**src/rtl/lir_pkg.sv**
```systemverilog
// Shared types and constants of the linear interpolation resampler.
package lir_pkg;

   localparam int STEP_BITS     = 20;
   localparam int CHAN_BITS     = 2;
   localparam int CSR_ADDR_BITS = 2;
   localparam int CSR_DATA_BITS = 20;

   localparam logic [STEP_BITS-1:0] STEP_RESET = 20'd65536;
   localparam logic [CHAN_BITS-1:0] CHAN_RESET = 2'd2;
   localparam logic [CHAN_BITS-1:0] CHAN_MONO  = 2'd1;

   typedef enum logic [CSR_ADDR_BITS-1:0] {
      CSR_STEP_RATIO    = 2'd0,
      CSR_CHANNEL_COUNT = 2'd1
   } csr_addr_type;

   typedef enum logic [2:0] {
      ST_IDLE,
      ST_INTERP_CHECK,
      ST_CALC,
      ST_EMIT,
      ST_COMMIT,
      ST_FLUSH_CHECK,
      ST_FLUSH_EMIT
   } state_type;

   typedef struct packed {
      logic load;
      logic last;
   } emit_type;

endpackage

```
**src/rtl/lir_lerp.sv**
```systemverilog
// Bit-serial interpolation lane: base + floor((target - base) * frac / 2^FRAC_BITS).
module lir_lerp #(
   parameter int SAMPLE_BITS = 24,
   parameter int FRAC_BITS   = 16
) (
   input  logic                   clock,
   input  logic                   reset,
   input  logic                   start,
   input  logic [FRAC_BITS-1:0]   frac,
   input  logic [SAMPLE_BITS-1:0] base,
   input  logic [SAMPLE_BITS-1:0] target,
   output logic                   done,
   output logic [SAMPLE_BITS-1:0] result
);
   localparam int DIFF_BITS = SAMPLE_BITS + 1;
   localparam int ACC_BITS  = SAMPLE_BITS + 2;
   localparam int CNT_BITS  = $clog2(FRAC_BITS + 1);

   logic [DIFF_BITS-1:0] diff_ff, diff_in;
   logic [ACC_BITS-1:0]  acc_ff, acc_in;
   logic [FRAC_BITS-1:0] frac_sh_ff, frac_sh_in;
   logic [CNT_BITS-1:0]  cnt_ff, cnt_in;
   logic [ACC_BITS-1:0]  addend;
   logic [ACC_BITS-1:0]  sum;

   // one multiplier bit per cycle, LSB first; the right shift keeps the floor exact
   always_comb begin
      addend     = frac_sh_ff[0] ? {diff_ff[DIFF_BITS-1], diff_ff} : '0;
      sum        = acc_ff + addend;
      diff_in    = diff_ff;
      acc_in     = acc_ff;
      frac_sh_in = frac_sh_ff;
      cnt_in     = cnt_ff;
      if (start) begin
         diff_in    = {target[SAMPLE_BITS-1], target} - {base[SAMPLE_BITS-1], base};
         acc_in     = '0;
         frac_sh_in = frac;
         cnt_in     = CNT_BITS'(FRAC_BITS);
      end else if (cnt_ff != '0) begin
         acc_in     = {sum[ACC_BITS-1], sum[ACC_BITS-1:1]};
         frac_sh_in = frac_sh_ff >> 1;
         cnt_in     = cnt_ff - 1'b1;
      end
   end

   always_ff @(posedge clock) begin
      if (reset) begin
         cnt_ff <= '0;
      end else begin
         cnt_ff <= cnt_in;
      end
      diff_ff    <= diff_in;
      acc_ff     <= acc_in;
      frac_sh_ff <= frac_sh_in;
   end

   assign done   = (cnt_ff == '0);
   assign result = base + acc_ff[SAMPLE_BITS-1:0];

endmodule

```
**src/rtl/lir_seq.sv**
```systemverilog
// Frame sequencer: read position, held frame, priming and end-of-stream flush.
module lir_seq #(
   parameter int SAMPLE_BITS  = 24,
   parameter int FRAC_BITS    = 16,
   parameter int MAX_UPSAMPLE = 8
) (
   input  logic                           clock,
   input  logic                           reset,
   input  logic                           req_valid,
   output logic                           req_ready,
   input  logic [SAMPLE_BITS-1:0]         req_left,
   input  logic [SAMPLE_BITS-1:0]         req_right,
   input  logic                           req_eos,
   input  logic [lir_pkg::STEP_BITS-1:0]  step_ratio,
   input  logic [lir_pkg::CHAN_BITS-1:0]  channel_count,
   input  logic                           slot_free,
   output lir_pkg::emit_type              emit,
   output logic [SAMPLE_BITS-1:0]         out_left,
   output logic [SAMPLE_BITS-1:0]         out_right
);
   import lir_pkg::*;

   localparam int WIDE_BITS = (STEP_BITS > FRAC_BITS + 1) ? STEP_BITS : FRAC_BITS + 1;
   localparam int POS_BITS  = WIDE_BITS + 1;
   localparam int MIN_STEP  = ((1 << FRAC_BITS) + MAX_UPSAMPLE - 1) / MAX_UPSAMPLE;
   localparam logic [POS_BITS-1:0] ONE_POS  = POS_BITS'(1) << FRAC_BITS;
   localparam logic [POS_BITS-1:0] TWO_POS  = POS_BITS'(2) << FRAC_BITS;
   localparam logic [POS_BITS-1:0] MIN_POS  = POS_BITS'(MIN_STEP);

   state_type state_ff, state_in;
   logic [POS_BITS-1:0]    pos_ff, pos_in;
   logic                   primed_ff, primed_in;
   logic [SAMPLE_BITS-1:0] held_l_ff, held_l_in, held_r_ff, held_r_in;
   logic [SAMPLE_BITS-1:0] new_l_ff, new_l_in, new_r_ff, new_r_in;
   logic                   eos_ff, eos_in, mono_ff, mono_in;
   logic [POS_BITS-1:0]    step_ff, step_in;

   logic [POS_BITS-1:0]    step_ext;
   logic [POS_BITS-1:0]    pos_next;
   logic                   below_one, next_ge_one, next_ge_two;
   logic                   lerp_start, done_l, done_r;
   logic [SAMPLE_BITS-1:0] lerp_l, lerp_r;

   assign step_ext    = POS_BITS'(step_ratio);
   assign pos_next    = pos_ff + step_ff;
   assign below_one   = (pos_ff[POS_BITS-1:FRAC_BITS] == '0);
   assign next_ge_one = (pos_next[POS_BITS-1:FRAC_BITS] != '0);
   assign next_ge_two = (pos_next >= TWO_POS);

   lir_lerp #(.SAMPLE_BITS(SAMPLE_BITS), .FRAC_BITS(FRAC_BITS)) u_lerp_l (
      .clock  (clock),
      .reset  (reset),
      .start  (lerp_start),
      .frac   (pos_ff[FRAC_BITS-1:0]),
      .base   (held_l_ff),
      .target (new_l_ff),
      .done   (done_l),
      .result (lerp_l)
   );

   lir_lerp #(.SAMPLE_BITS(SAMPLE_BITS), .FRAC_BITS(FRAC_BITS)) u_lerp_r (
      .clock  (clock),
      .reset  (reset),
      .start  (lerp_start),
      .frac   (pos_ff[FRAC_BITS-1:0]),
      .base   (held_r_ff),
      .target (new_r_ff),
      .done   (done_r),
      .result (lerp_r)
   );

   // next state
   always_comb begin
      state_in = state_ff;
      unique case (state_ff)
         ST_IDLE:         if (req_valid) state_in = primed_ff ? ST_INTERP_CHECK : ST_COMMIT;
         ST_INTERP_CHECK: state_in = below_one ? ST_CALC : ST_COMMIT;
         ST_CALC:         if (done_l && done_r) state_in = ST_EMIT;
         ST_EMIT:         if (slot_free) state_in = ST_INTERP_CHECK;
         ST_COMMIT:       state_in = eos_ff ? ST_FLUSH_CHECK : ST_IDLE;
         ST_FLUSH_CHECK:  state_in = below_one ? ST_FLUSH_EMIT : ST_IDLE;
         ST_FLUSH_EMIT:   if (slot_free) state_in = ST_FLUSH_CHECK;
         default:         state_in = ST_IDLE;
      endcase
   end

   // outputs
   always_comb begin
      req_ready  = (state_ff == ST_IDLE);
      lerp_start = (state_ff == ST_INTERP_CHECK) && below_one;
      emit.load  = ((state_ff == ST_EMIT) || (state_ff == ST_FLUSH_EMIT)) && slot_free;
      if (state_ff == ST_EMIT) begin
         emit.last = next_ge_one && (!eos_ff || next_ge_two);
         out_left  = lerp_l;
         out_right = mono_ff ? '0 : lerp_r;
      end else begin
         emit.last = next_ge_one;
         out_left  = new_l_ff;
         out_right = new_r_ff;
      end
   end

   // datapath
   always_comb begin
      pos_in    = pos_ff;
      primed_in = primed_ff;
      held_l_in = held_l_ff;
      held_r_in = held_r_ff;
      new_l_in  = new_l_ff;
      new_r_in  = new_r_ff;
      eos_in    = eos_ff;
      mono_in   = mono_ff;
      step_in   = step_ff;
      unique case (state_ff)
         ST_IDLE: begin
            if (req_valid) begin
               mono_in  = (channel_count == CHAN_MONO);
               new_l_in = req_left;
               new_r_in = (channel_count == CHAN_MONO) ? '0 : req_right;
               eos_in   = req_eos;
               step_in  = (step_ext < MIN_POS) ? MIN_POS : step_ext;
            end
         end
         ST_INTERP_CHECK: begin
            if (!below_one) pos_in = pos_ff - ONE_POS;
         end
         ST_EMIT, ST_FLUSH_EMIT: begin
            if (slot_free) pos_in = pos_next;
         end
         ST_COMMIT: begin
            held_l_in = new_l_ff;
            held_r_in = new_r_ff;
            primed_in = 1'b1;
         end
         ST_FLUSH_CHECK: begin
            if (!below_one) begin
               pos_in    = '0;
               held_l_in = '0;
               held_r_in = '0;
               primed_in = 1'b0;
            end
         end
         default: begin
            pos_in = pos_ff;
         end
      endcase
   end

   always_ff @(posedge clock) begin
      if (reset) begin
         state_ff  <= ST_IDLE;
         pos_ff    <= '0;
         primed_ff <= 1'b0;
         held_l_ff <= '0;
         held_r_ff <= '0;
      end else begin
         state_ff  <= state_in;
         pos_ff    <= pos_in;
         primed_ff <= primed_in;
         held_l_ff <= held_l_in;
         held_r_ff <= held_r_in;
      end
      new_l_ff <= new_l_in;
      new_r_ff <= new_r_in;
      eos_ff   <= eos_in;
      mono_ff  <= mono_in;
      step_ff  <= step_in;
   end

endmodule

```
**src/rtl/linear_interp_resampler.sv**
```systemverilog
// Top level of the linear interpolation sample rate converter.
//
//  channel  | direction | tdata (low bit up)              | tlast          | tuser
//  req_     | in        | left_sample, right_sample, pad  | end_of_stream  | -
//  rsp_     | out       | left_out, right_out, pad        | last_of_run    | -
//  csr_     | in        | index 0 step_ratio, index 1 channel_count (write only)
//
// Each output sample passes a check, a bit-serial multiply and an emit step; the
// interpolation multiply runs one fraction bit per cycle, in two lanes (left,
// right) at once. Each flush output after end of stream passes a check and an
// emit step. Reset is synchronous and clears the held frame, the read position
// and the primed flag; no clearing pass is needed.
// A finished result waits in the output register, so a stalled rsp_ side holds
// only the sequencer step that wants to load the next result.
module linear_interp_resampler #(
   parameter int SAMPLE_BITS  = 24,
   parameter int FRAC_BITS    = 16,
   parameter int MAX_UPSAMPLE = 8
) (
   input  logic                              clock,
   input  logic                              reset,
   // request side
   input  logic                              req_tvalid,
   output logic                              req_tready,
   input  logic [((2*SAMPLE_BITS+7)/8)*8-1:0] req_tdata,  // left_sample, right_sample
   input  logic                              req_tlast,   // end_of_stream
   // result side
   output logic                              rsp_tvalid,
   input  logic                              rsp_tready,
   output logic [((2*SAMPLE_BITS+7)/8)*8-1:0] rsp_tdata,  // left_out, right_out
   output logic                              rsp_tlast,   // last_of_run
   // configuration
   input  logic                              csr_wr_en,
   input  logic [lir_pkg::CSR_ADDR_BITS-1:0] csr_addr,
   input  logic [lir_pkg::CSR_DATA_BITS-1:0] csr_wr_data
);
   import lir_pkg::*;

   localparam int TDATA_BITS = ((2*SAMPLE_BITS+7)/8)*8;

   logic [STEP_BITS-1:0]   step_ff, step_in;
   logic [CHAN_BITS-1:0]   chan_ff, chan_in;
   logic                   rsp_valid_ff, rsp_valid_in;
   logic [SAMPLE_BITS-1:0] rsp_left_ff, rsp_left_in, rsp_right_ff, rsp_right_in;
   logic                   rsp_last_ff, rsp_last_in;

   logic                   slot_free;
   emit_type               emit;
   logic [SAMPLE_BITS-1:0] out_left, out_right;

   // output slot takes a new result when empty or drained this cycle
   assign slot_free = !rsp_valid_ff || rsp_tready;

   lir_seq #(
      .SAMPLE_BITS  (SAMPLE_BITS),
      .FRAC_BITS    (FRAC_BITS),
      .MAX_UPSAMPLE (MAX_UPSAMPLE)
   ) u_seq (
      .clock         (clock),
      .reset         (reset),
      .req_valid     (req_tvalid),
      .req_ready     (req_tready),
      .req_left      (req_tdata[SAMPLE_BITS-1:0]),
      .req_right     (req_tdata[2*SAMPLE_BITS-1:SAMPLE_BITS]),
      .req_eos       (req_tlast),
      .step_ratio    (step_ff),
      .channel_count (chan_ff),
      .slot_free     (slot_free),
      .emit          (emit),
      .out_left      (out_left),
      .out_right     (out_right)
   );

   // configuration writes; ignore indexes beyond the register list
   always_comb begin
      step_in = step_ff;
      chan_in = chan_ff;
      if (csr_wr_en) begin
         unique case (csr_addr)
            CSR_STEP_RATIO: begin
               step_in = csr_wr_data[STEP_BITS-1:0];
            end
            CSR_CHANNEL_COUNT: begin
               chan_in = csr_wr_data[CHAN_BITS-1:0];
            end
            default: begin
               step_in = step_ff;
            end
         endcase
      end
   end

   // output register: load a new request result, drop valid once taken
   always_comb begin
      rsp_valid_in = rsp_valid_ff;
      rsp_left_in  = rsp_left_ff;
      rsp_right_in = rsp_right_ff;
      rsp_last_in  = rsp_last_ff;
      if (emit.load) begin
         rsp_valid_in = 1'b1;
         rsp_left_in  = out_left;
         rsp_right_in = out_right;
         rsp_last_in  = emit.last;
      end else if (rsp_tready) begin
         rsp_valid_in = 1'b0;
      end
   end

   always_ff @(posedge clock) begin
      if (reset) begin
         step_ff      <= STEP_RESET;
         chan_ff      <= CHAN_RESET;
         rsp_valid_ff <= 1'b0;
      end else begin
         step_ff      <= step_in;
         chan_ff      <= chan_in;
         rsp_valid_ff <= rsp_valid_in;
      end
      rsp_left_ff  <= rsp_left_in;
      rsp_right_ff <= rsp_right_in;
      rsp_last_ff  <= rsp_last_in;
   end

   assign rsp_tvalid = rsp_valid_ff;
   assign rsp_tdata  = TDATA_BITS'({rsp_right_ff, rsp_left_ff});
   assign rsp_tlast  = rsp_last_ff;

endmodule

```
**config.mk**
```make
export PLATFORM = sky130hd
export DESIGN_NAME = linear_interp_resampler
export DESIGN_NICKNAME = d
export VERILOG_FILES = /design/src/rtl/lir_pkg.sv /design/src/rtl/lir_lerp.sv /design/src/rtl/lir_seq.sv /design/src/rtl/linear_interp_resampler.sv
export SDC_FILE = /design/constraint.sdc
export NUM_CORES = 1
export LEC_CHECK = 0
export CAP_MARGIN = 20
export CORE_ASPECT_RATIO = 0.8
export CORE_UTILIZATION = 55
export DETAILED_ROUTE_END_ITERATION = 7
export DONT_BUFFER_PORTS = 1
export GPL_ROUTABILITY_DRIVEN = 0
export PLACE_DENSITY = 0.8
export REMOVE_ABC_BUFFERS = 1
export SYNTH_ARGS = -nofsm -noshare
export SYNTH_HDL_FRONTEND = slang
export SYNTH_HIERARCHICAL = 1
export SYNTH_SLANG_ARGS = --single-unit
```
**constraint.sdc**
```tcl
create_clock -name clock -period 4.94 [get_ports clock]
set_input_delay 0.494 -clock clock [delete_from_list [all_inputs] [get_ports clock]]
set_output_delay 0.494 -clock clock [all_outputs]
set_load 0.02 [all_outputs]
```
== Yosys cells after proc, flatten, opt, wreduce, memory -nomap -nowiden ==
Cells that the tools add are included.

* Flip-flop bits (word level): 358
* Input port bits: 76
* Output and inout bits: 51

* Mux-type cells: 34
* Reduce and logical (&&, ||, !) cells: 30
* Equal/unequal tests: 15
* $lt $le $gt $ge: 2
* Add/subtract/negate cells: 10

{| class="wikitable"
|+ Operators with widths
! kind !! number
|-
| $mux W24 || 4
|-
| $pmux W24 S2 || 2
|-
| $mux W16 || 4
|-
| $mux W21 || 3
|-
| $pmux W21 S3 || 1
|-
| $add A26 B26 Y26 || 2
|-
| $mux W26 || 2
|-
| $sub A24 B24 Y25 || 2
|-
| $add A24 B24 Y24 || 2
|-
| $mux W3 || 8
|-
| $add A21 B21 Y21 || 1
|-
| $ge A21 B18 Y1 const B || 1
|-
| $pmux W3 S7 || 1
|-
| $sub A21 B17 Y21 const B || 1
|-
| $lt A20 B14 Y1 const B || 1
|-
| $mux W5 || 4
|-
| $logic_not A5 Y1 || 3
|-
| $reduce_bool A5 Y1 || 3
|-
| $sub A5 B1 Y5 const B || 2
|-
| $eq A3 B3 Y1 const B || 3
|-
| $ne A2 B1 Y1 const B || 4
|-
| $reduce_and A2 Y1 || 4
|-
| $reduce_and A4 Y1 || 2
|-
| $reduce_bool A2 Y1 || 4
|-
| other kinds (13) || 27
|}

== Logic depth before layout (Yosys ltp) ==
Gate-level depths: netlist of the first run.

* Depth in word-level cells: 5
* Gate-level depth with buffers: 13

== By module ==
The synthesis of the first run kept the hierarchy.

{| class="wikitable"
|+ Modules (own cells, without submodules)
! module !! times used !! seq. area each (um^2) !! cells each !! area each (um^2)
|-
| lir_seq || 1 || 3563.4 || 693 || 7001.7
|-
| lir_lerp at u_seq.u_lerp_l || 1 || 1831.8 || 775 || 6497.5
|-
| lir_lerp at u_seq.u_lerp_r || 1 || 1831.8 || 754 || 6434.9
|-
| linear_interp_resampler || 1 || 1931.9 || 148 || 2491.1
|}

== Worst setup path before layout of the first run ==
No wires, ideal clock.

* Path type: reg2reg
* Start: reg u_seq.pos_ff[16]
* End: reg u_seq.u_lerp_l.frac_sh_ff[0] (enable)
* Setup time: 0.364 ns
* Slack: 1.211 ns
* Cell stages (with the launch flop): 10
* Clock period less this slack: 3.729 ns
* Path buffers: 2
* Data arrival time: 3.365 ns
* Required time: 4.576 ns
* Cell sequence: dfxtp_1 -> inv_1 -> ha_1 -> nor3b_1 -> and2b_1 -> and4b_1 -> clkbuf_1 -> nor2_1 -> clkbuf_1 -> inv_1

* Longest elaborated chain between the ends: 3

{| class="wikitable"
|+ RTL lines
! item !! line !! text
|-
| start, declared || lir_seq.sv:31 || <nowiki>logic [POS_BITS-1:0] pos_ff, pos_in;</nowiki>
|-
| start signal, assigned || lir_seq.sv:158 || <nowiki>pos_ff <= pos_in;</nowiki>
|-
| $logic_not A5 Y1 || lir_seq.sv:46 || <nowiki>assign below_one = (pos_ff[POS_BITS-1:FRAC_BITS] == '0);</nowiki>
|-
| $logic_and A1 B1 Y1 || lir_seq.sv:90 || <nowiki>lerp_start = (state_ff == ST_INTERP_CHECK) && below_one;</nowiki>
|-
| named net u_seq.lerp_start || lir_seq.sv:41 || <nowiki>logic lerp_start, done_l, done_r;</nowiki>
|-
| $reduce_bool A2 Y1 (no line) || n/a ||
|-
| end signal, assigned || lir_lerp.sv:54 || <nowiki>frac_sh_ff <= frac_sh_in;</nowiki>
|-
| end, declared || lir_lerp.sv:21 || <nowiki>logic [FRAC_BITS-1:0] frac_sh_ff, frac_sh_in;</nowiki>
|}

The timed path passes the listed nets, and every way through them passes these cells.
A chain may end at the register's enable or synchronous reset.

== Worst setup path in the final report of the first run ==
* Start: reg u_seq.pos_ff[16]
* End: reg u_seq.u_lerp_r.acc_ff[20]

* Longest elaborated chain between the ends: 2

{| class="wikitable"
|+ RTL lines
! item !! line !! text
|-
| $logic_not A5 Y1 || lir_seq.sv:46 ||
|-
| $logic_and A1 B1 Y1 || lir_seq.sv:90 ||
|-
| named net u_seq.lerp_start || lir_seq.sv:41 ||
|-
| end signal, assigned || lir_lerp.sv:53 || <nowiki>acc_ff <= acc_in;</nowiki>
|-
| end, declared || lir_lerp.sv:20 || <nowiki>logic [ACC_BITS-1:0] acc_ff, acc_in;</nowiki>
|}

The timed path passes the listed nets, and every way through them passes these cells.

==> results of run 1 <==
area by class of cell:
| type | count | area, sq um |
|---|---|---|
| Sequential cell | 357 | 9160 |
| Multi-Input combinational cell | 1776 | 12300 |
| Clock buffer | 56 | 1110 |
| Fill cell | 3201 | 15900 |
| Inverter | 119 | 447 |
| Clock inverter | 14 | 91.3 |
| Antenna cell | 1 | 2.50 |
| Timing Repair Buffer | 9 | 82.6 |
| Tap cell | 536 | 671 |
state kept, by name, indices dropped and copies added (netlist names), 2 cells and up:
signal	count
u_seq/held_r_ff	24
u_seq/u_lerp_r/frac_sh_ff	16
u_seq/pos_ff	21
u_seq/step_ff	20
u_seq/u_lerp_r/diff_ff	25
u_seq/u_lerp_l/frac_sh_ff	16
u_seq/new_l_ff	24
u_seq/held_l_ff	24
u_seq/u_lerp_l/diff_ff	25
step_ff	20
chan_ff	2
u_seq/new_r_ff	24
u_seq/u_lerp_l/acc_ff	25
rsp_left_ff	24
u_seq/u_lerp_r/cnt_ff	5
u_seq/u_lerp_l/cnt_ff	5
rsp_right_ff	24
u_seq/u_lerp_r/acc_ff	25
u_seq/state_ff	3
worst max-delay path, stage by stage, from the launching register on:
cell	delay [ns]
dfxtp_1	0.35
inv_1	0.08
ha_1	0.17
nor3b_1	0.28
and2b_1	0.29
and4b_4	0.65
buf_4	0.71
nor2_1	0.35
and3_1	0.27
mux2i_1	0.12
o211ai_1	0.11
cells in the mapped netlist (9+ instances only):
master | instances | area share (%)
nand4_1 | 28 | 0.78
dfxtp_1 | 156 | 14
o21ai_0 | 103 | 2.3
o21ai_1 | 19 | 0.42
o211ai_1 | 22 | 0.74
ha_1 | 167 | 9.3
mux2_2 | 56 | 2.8
a31oi_1 | 20 | 0.56
a22oi_1 | 55 | 1.8
xor2_1 | 57 | 2.2
nand3b_1 | 11 | 0.37
nor2b_1 | 19 | 0.53
nor4_1 | 13 | 0.36
xnor2_1 | 74 | 2.9
o21a_1 | 16 | 0.54
and2_1 | 90 | 2.5
and3_1 | 16 | 0.45
a21oi_1 | 171 | 3.8
or3_1 | 9 | 0.25
mux2i_1 | 30 | 1.3
nand2_1 | 186 | 3.1
a211oi_1 | 34 | 1.1
inv_1 | 118 | 2.0
nor3_1 | 42 | 0.94
a21o_1 | 52 | 1.7
edfxtp_1 | 201 | 27
o21bai_1 | 20 | 0.67
nand3_1 | 36 | 0.80
nor2_1 | 187 | 3.1
clkbuf_1 | 85 | 1.4
nand2b_1 | 82 | 2.3
buf_2 | 14 | 0.31
power groups by stage:
stage                     combinational (mW)  sequential, mW  clock (mW)
final                                   8.54            5.25        2.82
after global routing                    9.41            5.35        3.00
after CTS                               8.35            5.24        2.87
after detailed placement                8.26            5.28           0
after global placement                  7.92            5.25           0
after floorplan                         6.53            4.99           0
kinds of logic (layout without fill, tap and decap cells):
logic type	after synthesis	count (layout)	synth area share, %
AOI/OAI and AO/OA	627	627	18.7
xor gates and xnor gates	131	131	5.12
adders and majority gates	175	175	9.99
buffers and inverters	237	198	4.32
DFF	357	357	40.8
muxes	86	86	4.15
other	0	1	0
and+or+nand+nor	757	757	16.9
final timing paths:
path | end | slack [ns] | depth (start not counted)
setup reg to reg | u_seq/u_lerp_r/acc_ff[20] | 1.39 | 10
hold / removal | u_seq/new_l_ff[7] | 0.04 | 0
hold reg to reg | u_seq/step_ff[16] | 0.46 | 0
setup / recovery | u_seq/u_lerp_r/acc_ff[20] | 1.39 | 10
per-layer routing:
metal,wire [microns],track usage (%),up-vias,share of wire [%]
met3,3770,3.77,87,6.8
met1,25100,36.2,8508,45
met5,12,0,-,0.022
met2,25100,42.9,714,45
met4,1290,7.32,2,2.3
li1,-,-,8475,-
==> metrics.txt, run 1 <==
maximum clock path buffer count=3; Leak Pwr=9.40 nW; Synth Instances=2370; pre-CTS setup slack=1.48 ns; maxcap violations=0; initial antenna violation count=5; Post-synth EDFFs=201; HP Class=in -> reg; Critical Path Source=u_seq/pos_ff[16]; via-per-instance ratio=6.20; CTS sink count=357; Mapped Area=22400 sq um; initial core utilization=56.4%; most common library cell in the layout ignoring fill and taps=edfxtp_1; skew final=0.0160 ns; Max Fclk=282 MHz; Worst-Skew Late Latency=0.55 ns; post-cts resize count=0; Util after Layout=60.1%; Switch Pwr=7.19 mW; ANT nets after route=0; DP Wirelength=38600 microns; RSZ-0062 raised after global routing=no; Power Density=695 nW/um^2; syn_area_per_cell=9.46 sq um; total CTS buffers=38; wire length per cell=19.3 microns; crit path DAT=3.94 ns; 1st-iter DRT viols=1874; Area growth syn-to-layout=6.54%; clock network fraction of total power=17.0%; FF-to-FF Start=u_seq/pos_ff[16]; setup tns final=0 ns; type of element capturing the critical path=register; global route total overflow=0; CP Class=reg -> reg; most frequent cells in the layout=edfxtp_1 (201), nor2_1 (186), nand2_1 (185); vias in the first global route=16951; Die Y=183 microns; Seq/Total Area, Yosys=40.8%; Clock Tree Root=clkbuf_16; Core Rows=65; min-delay src=req_tdata[7]; final setup fails=0; pin count of the biggest net entering global routing=124; DR pass1 iterations=7; Vias=17786; input/output buffers=0; status=completed; Least-Margin Pin Slew=1.12 ns; layout cells sized above 1=7.08%; core region area=39800 sq um; Hold-fix buffers, CTS=0; Required @ worst endpoint=5.33 ns; Yosys reg bits=357; Slew Limit Fails=0; Warnings, synthesis=6; Finished Cell Area=23900 sq um; Final Hold Fails=0; Final Critical Period=3.55 ns; CTS tree=built; cell internal pwr=9.41 mW; hold_ws=0.0388 ns; final period utilization=71.8%; Clock transition at path regs=0.07 ns; CP Max Fanout=59; Distinct cells, synth=104; global-route wire length before repair=89200 microns; DRC viols=0; final setup margin=1.39 ns; Logic pwr share=51.4%; Peak VDD IR=0.272 mV; Power, Total=16.6 mW; Max-slew headroom=25.6%; Setup Fix Bufs, Post-CTS=0; ys async rst share=0%; ys flop type=edfxtp_1; Final Non-Filler Cells=2868; switch share=43.3%; placed cell count=2796; nets@finish=2551; H-tree depth=2; CP Launch Type=register; Tot GR Track Use=26.2%; dpl cell area=22700 sq um; I/O Pins=127; Die W=228 microns; die area=41600 sq um; DRT Wirelength=55300 microns; Flop pwr share=31.6%
No activity file was read; power rests on OpenSTA's default activity.
==> inputs of run 2 (changes only) <==
clock period = 3.58 ns   (was 4.94 ns; I/O delays follow)
==> run 2 against run 1 <==
Compared with the run above: die area unchanged; critical endpoint is now u_seq/u_lerp_l/diff_ff[20]; register-to-register slack got worse by 1.0 ns; final cell count increased by 2.1%; largest cell class unchanged; cell area increased by 3.0%.
==> metrics.txt, run 2 (synthesis results as in run 1) <==
crit-path most repeated cell=a21o_1; maxcap violations=0; final setup margin=0.366 ns; HP Class=in -> reg; clock network fraction of total power=17.7%; DRC viols=0; vias in the first global route=17278; input/output buffers=0; Core Rows=65; Util after Layout=61.9%; initial antenna violation count=3; hold_ws=0.0240 ns; crit path DAT=3.49 ns; slowest CP cell=a2111oi_0; Max-slew headroom=16.6%; 1st-iter DRT viols=1722; core region area=39800 sq um; Clock Tree Root=clkbuf_16; final setup fails=0; via-per-instance ratio=6.18; cell internal pwr=13.4 mW; Critical Path Source=u_seq/held_l_ff[7]; Clock transition at path regs=0.07 ns; RSZ-0062 raised after global routing=no; FILL cells=3161; CP Max Fanout=6; Finished Cell Area=24600 sq um; area of the multi-input gates=12300 sq um; critical path, cell by cell=inv_1 -> ha_1 -> a21o_1 -> a21oi_1 -> nor2_1 -> a2111oi_0 -> a21o_1 -> nand2_1 -> xor2_1; Tot GR Track Use=26.1%; Logic pwr share=51.2%; Required @ worst endpoint=3.86 ns; I/O Pins=127; most frequent cells in the layout=edfxtp_1 (201), nor2_1 (186), nand2_1 (185); skew final=0.0146 ns; status=completed; total CTS buffers=38; CTS sink count=357; Final Hold Fails=0; delay-heaviest family, CP=compound AO/OA/AOI/OAI gates; CTS tree=built; pin count of the biggest net entering global routing=84; layout cells sized above 1=7.70%; placed cell count=2804; global-route wire length before repair=88600 microns; initial core utilization=56.4%; FF-to-FF Start=u_seq/held_l_ff[7]; CP Class=reg -> reg; dpl cell area=22700 sq um; DRT Wirelength=55200 microns; Hold-fix buffers, CTS=49; switch share=42.7%; Max Fclk=311 MHz; maximum clock path buffer count=3; setup tns final=0 ns; DP Wirelength=38500 microns; Power Density=946 nW/um^2; Worst-Skew Late Latency=0.54 ns; final period utilization=89.8%; flop2flop setup slack=0.37 ns; DR pass1 iterations=7; ANT nets after route=0; die area=41600 sq um; Crit path largest cell delay=1.01 ns; Setup Fix Bufs, Post-CTS=0; post-cts resize count=0; most common library cell in the layout ignoring fill and taps=edfxtp_1; Die W=228 microns; Area growth syn-to-layout=9.76%; Seq. cell area=9160 sq um; CP Launch Type=register; Vias=18096; Power, Total=23.3 mW; wire length per cell=18.9 microns; nets@finish=2610; type of element capturing the critical path=register; Final Non-Filler Cells=2928; Least-Margin Pin Slew=1.22 ns; Switch Pwr=9.94 mW; H-tree depth=2; min-delay src=req_tdata[37]; pre-CTS setup slack=0.484 ns; Flop pwr share=31.1%; Die Y=183 microns; Final Critical Period=3.21 ns; Leak Pwr=9.72 nW; Buf+Inv Stages, Crit Path=1; global route total overflow=0; Peak VDD IR=0.430 mV; Slew Limit Fails=0
==> run 2: changes by cell type in the layout (fill, tap and decap cells not counted), moves of 2 or more <==
cell and delta:
bufinv_16 +3, clkbuf_1 -3, buf_4 +7, clkinv_1 -6, clkinv_2 +3, dlygate4sd3_1 +49, buf_12 +2
==> run 2: power by group through the flow <==
stage | Sequential (mW) | Combinational, mW | Clock, mW
floorplan | 6.88 | 9.01 | 0
global placement | 7.25 | 11.0 | 0
detailed placement | 7.28 | 11.5 | 0
CTS | 7.23 | 11.7 | 4.21
global route | 7.38 | 13.1 | 4.37
finish | 7.24 | 11.9 | 4.13
==> run 2: path summary, 6_finish.rpt <==
| path | end | cells past startpoint |
|---|---|---|
| hold / removal | u_seq/new_r_ff[13] | 1 |
| setup / recovery | u_seq/u_lerp_l/diff_ff[20] | 9 |
| hold reg to reg | step_ff[1] | 2 |
| setup reg to reg | u_seq/u_lerp_l/diff_ff[20] | 9 |
==> run 2: layout make-up <==
class / count / share of cell area, %
Multi-Input combinational cell: 1776 / 50.1
Timing Repair Buffer: 68 / 2.82
Clock inverter: 16 / 0.803
Tap cell: 536 / 2.72
Sequential cell: 357 / 37.2
Clock buffer: 54 / 4.53
Inverter: 119 / 1.81
Antenna cell: 2 / 0.0203
==> run 2: metal layers <==
layer | routed length [microns] | up-vias | track usage [%]
met5 | 0 | - | 0
met4 | 1580 | 0 | 9.11
met3 | 4210 | 115 | 4.19
met2 | 25300 | 802 | 42.2
met1 | 24200 | 8604 | 35.4
li1 | - | 8575 | -
==> inputs of run 3 (changes only) <==
ABC_AREA = 1   (was not set)
==> run 3 against run 2 <==
Compared with the run above: final cell count increased by 40%; hold slack got worse by 0.0054 ns; core utilization decreased by 0.50 points; clock skew increased by 0.0032 ns; total power increased by 3.5%; sequential cell count unchanged; clock power decreased by 2%; cell area increased by 8.9%; global-route usage increased by 4.0 points.
==> metrics.txt, run 3 <==
Final Hold Fails=0; CTS sink count=357; final setup fails=0; Synth Instances=3452; Required @ worst endpoint=4.02 ns; total CTS buffers=38; 1st-iter DRT viols=2600; most common library cell in the layout ignoring fill and taps=nand2_1; placed cell count=3981; Clock transition at path regs=0.06 ns; Clock Tree Root=clkbuf_16; type of element capturing the critical path=register; ANT nets after route=0; Yosys reg bits=357; Power, Total=24.1 mW; Mapped Area=24600 sq um; Max Fclk=364 MHz; layout cells sized above 1=5.84%; H-tree depth=2; Post-synth EDFFs=201; Core Rows=68; DP Wirelength=51000 microns; HP Class=in -> reg; Final Non-Filler Cells=4088; CP Launch Type=register; global route total overflow=0; Area growth syn-to-layout=8.83%; ys flop type=edfxtp_1; die area=45600 sq um; Least-Margin Pin Slew=0.930 ns; status=completed; Distinct cells, synth=59; syn_area_per_cell=7.13 sq um; final setup margin=0.831 ns; post-cts resize count=0; DRC viols=0; Util after Layout=61.4%; CP Class=reg -> reg; initial core utilization=56.4%; RSZ-0062 raised after global routing=no; pin count of the biggest net entering global routing=75; vias in the first global route=20582; Worst-Skew Late Latency=0.55 ns; core region area=43600 sq um; ranking of synthesized cells by area=edfxtp_1 (25%), nand2_1 (17%), dfxtp_1 (13%); Slew Limit Fails=0; Setup Fix Bufs, Post-CTS=0; input/output buffers=0; nets@finish=3712; Seq/Total Area, Yosys=37.2%; Leak Pwr=12.9 nW; DR pass1 iterations=8; skew final=0.0178 ns; top cell type's share of synthesized area=24.5%; Tot GR Track Use=30.1%; most frequent cells in the layout=nand2_1 (1096), inv_1 (506), a21oi_1 (261); Synth area leader=edfxtp_1; CTS tree=built; ys async rst share=0%; Die W=239 microns; I/O Pins=127; Power Density=900 nW/um^2; Max-slew headroom=38.0%; Die Y=191 microns; Hold-fix buffers, CTS=33; global-route wire length before repair=109000 microns; DRT Wirelength=68300 microns; Peak VDD IR=0.389 mV; Warnings, synthesis=6; maxcap violations=0; most frequent cell after synthesis=nand2_1; Final Critical Period=2.75 ns; CP Max Fanout=26; wire length per cell=16.7 microns; Synth top cells by count=nand2_1 (1098), inv_1 (507), a21oi_1 (261), nor2_1 (244), nand3_1 (233); final period utilization=76.8%; Vias=22562; via-per-instance ratio=5.52; pre-CTS setup slack=0.896 ns; crit path DAT=3.19 ns; maximum clock path buffer count=3; initial antenna violation count=4
run 3: cell count changes after synthesis, moves of 30 or more:
| cell | delta |
|---|---|
| nand2_1 | +912 |
| inv_1 | +389 |
| nand3_1 | +197 |
| a21oi_1 | +90 |
| and2_1 | -87 |
| nand2b_1 | -82 |
| nor2_1 | +57 |
| mux2_2 | -56 |
| a22oi_1 | -55 |
| xnor2_1 | -50 |
| a21o_1 | -43 |
| clkbuf_1 | -38 |
| a211oi_1 | -33 |
| mux2i_1 | -30 |
run 3: layout make-up:
type / count / area, sq um
fillers: 3844 / 16900
multi-input cells: 2485 / 13100
flip-flops and latches: 357 / 9160
inverters: 530 / 1990
clock buffers: 47 / 1060
well taps: 595 / 744
repair buffers: 50 / 524
clock inverters: 22 / 210
diodes: 2 / 5.00
run 3: cell families after synthesis:
family	Yosys count	share of synthesized area, %
XOR/XNOR	90	3.20
adder cells (fa/ha/maj)	174	9.06
buffers and inverters	610	9.76
AND/OR/NAND/NOR	1738	29.9
flip-flops	357	37.2
AO/OA/AOI/OAI	483	10.9
run 3: worst max-delay path, stage by stage, from the launching register on:
cell	delay, ns
edfxtp_1	0.96
nand2_1	0.23
fa_1	0.50
nor2_2	0.18
nor2_2	0.10
o21ai_2	0.22
nand2_1	0.13
nand3_1	0.09
nand2_1	0.05
o21bai_1	0.13
inv_1	0.05
run 3: worst paths after layout:
kind,end,slack (ns),start,cells after the start
worst min register to register,u_seq/u_lerp_r/cnt_ff[0],0.44,u_seq/u_lerp_r/cnt_ff[0],1
worst max-delay path,u_seq/u_lerp_r/acc_ff[15],0.83,u_seq/u_lerp_r/frac_sh_ff[0],10
worst max register to register,u_seq/u_lerp_r/acc_ff[15],0.83,u_seq/u_lerp_r/frac_sh_ff[0],10
worst min-delay path,step_ff[18],0.02,csr_wr_en,3
run 3: stage by stage:
step	area [sq um]	hold slack [ns]	TNS, ns
2_1_floorplan	24200	0.420	-380.59
3_3_place_gp	25100	0.435	0
3_5_place_dp	25100	0.439	0
4_1_cts	26700	0.000660	0
5_1_grt	26800	0.0112	0
6_report	26800	0.0186	0
run 3: power by group:
part           internal, mW  switching [mW]  total (mW)
combinational          4.35            8.77        13.1
clock                  2.33            1.71        4.04
sequential             5.92            1.03        6.95
run 3: metal layers:
metal	wire (microns)	vias up	global-route usage, %
li1	-	11169	-
met1	30600	10121	42.7
met2	28200	1128	45.0
met3	7860	140	7.97
met4	1620	4	7.96
met5	22	-	0
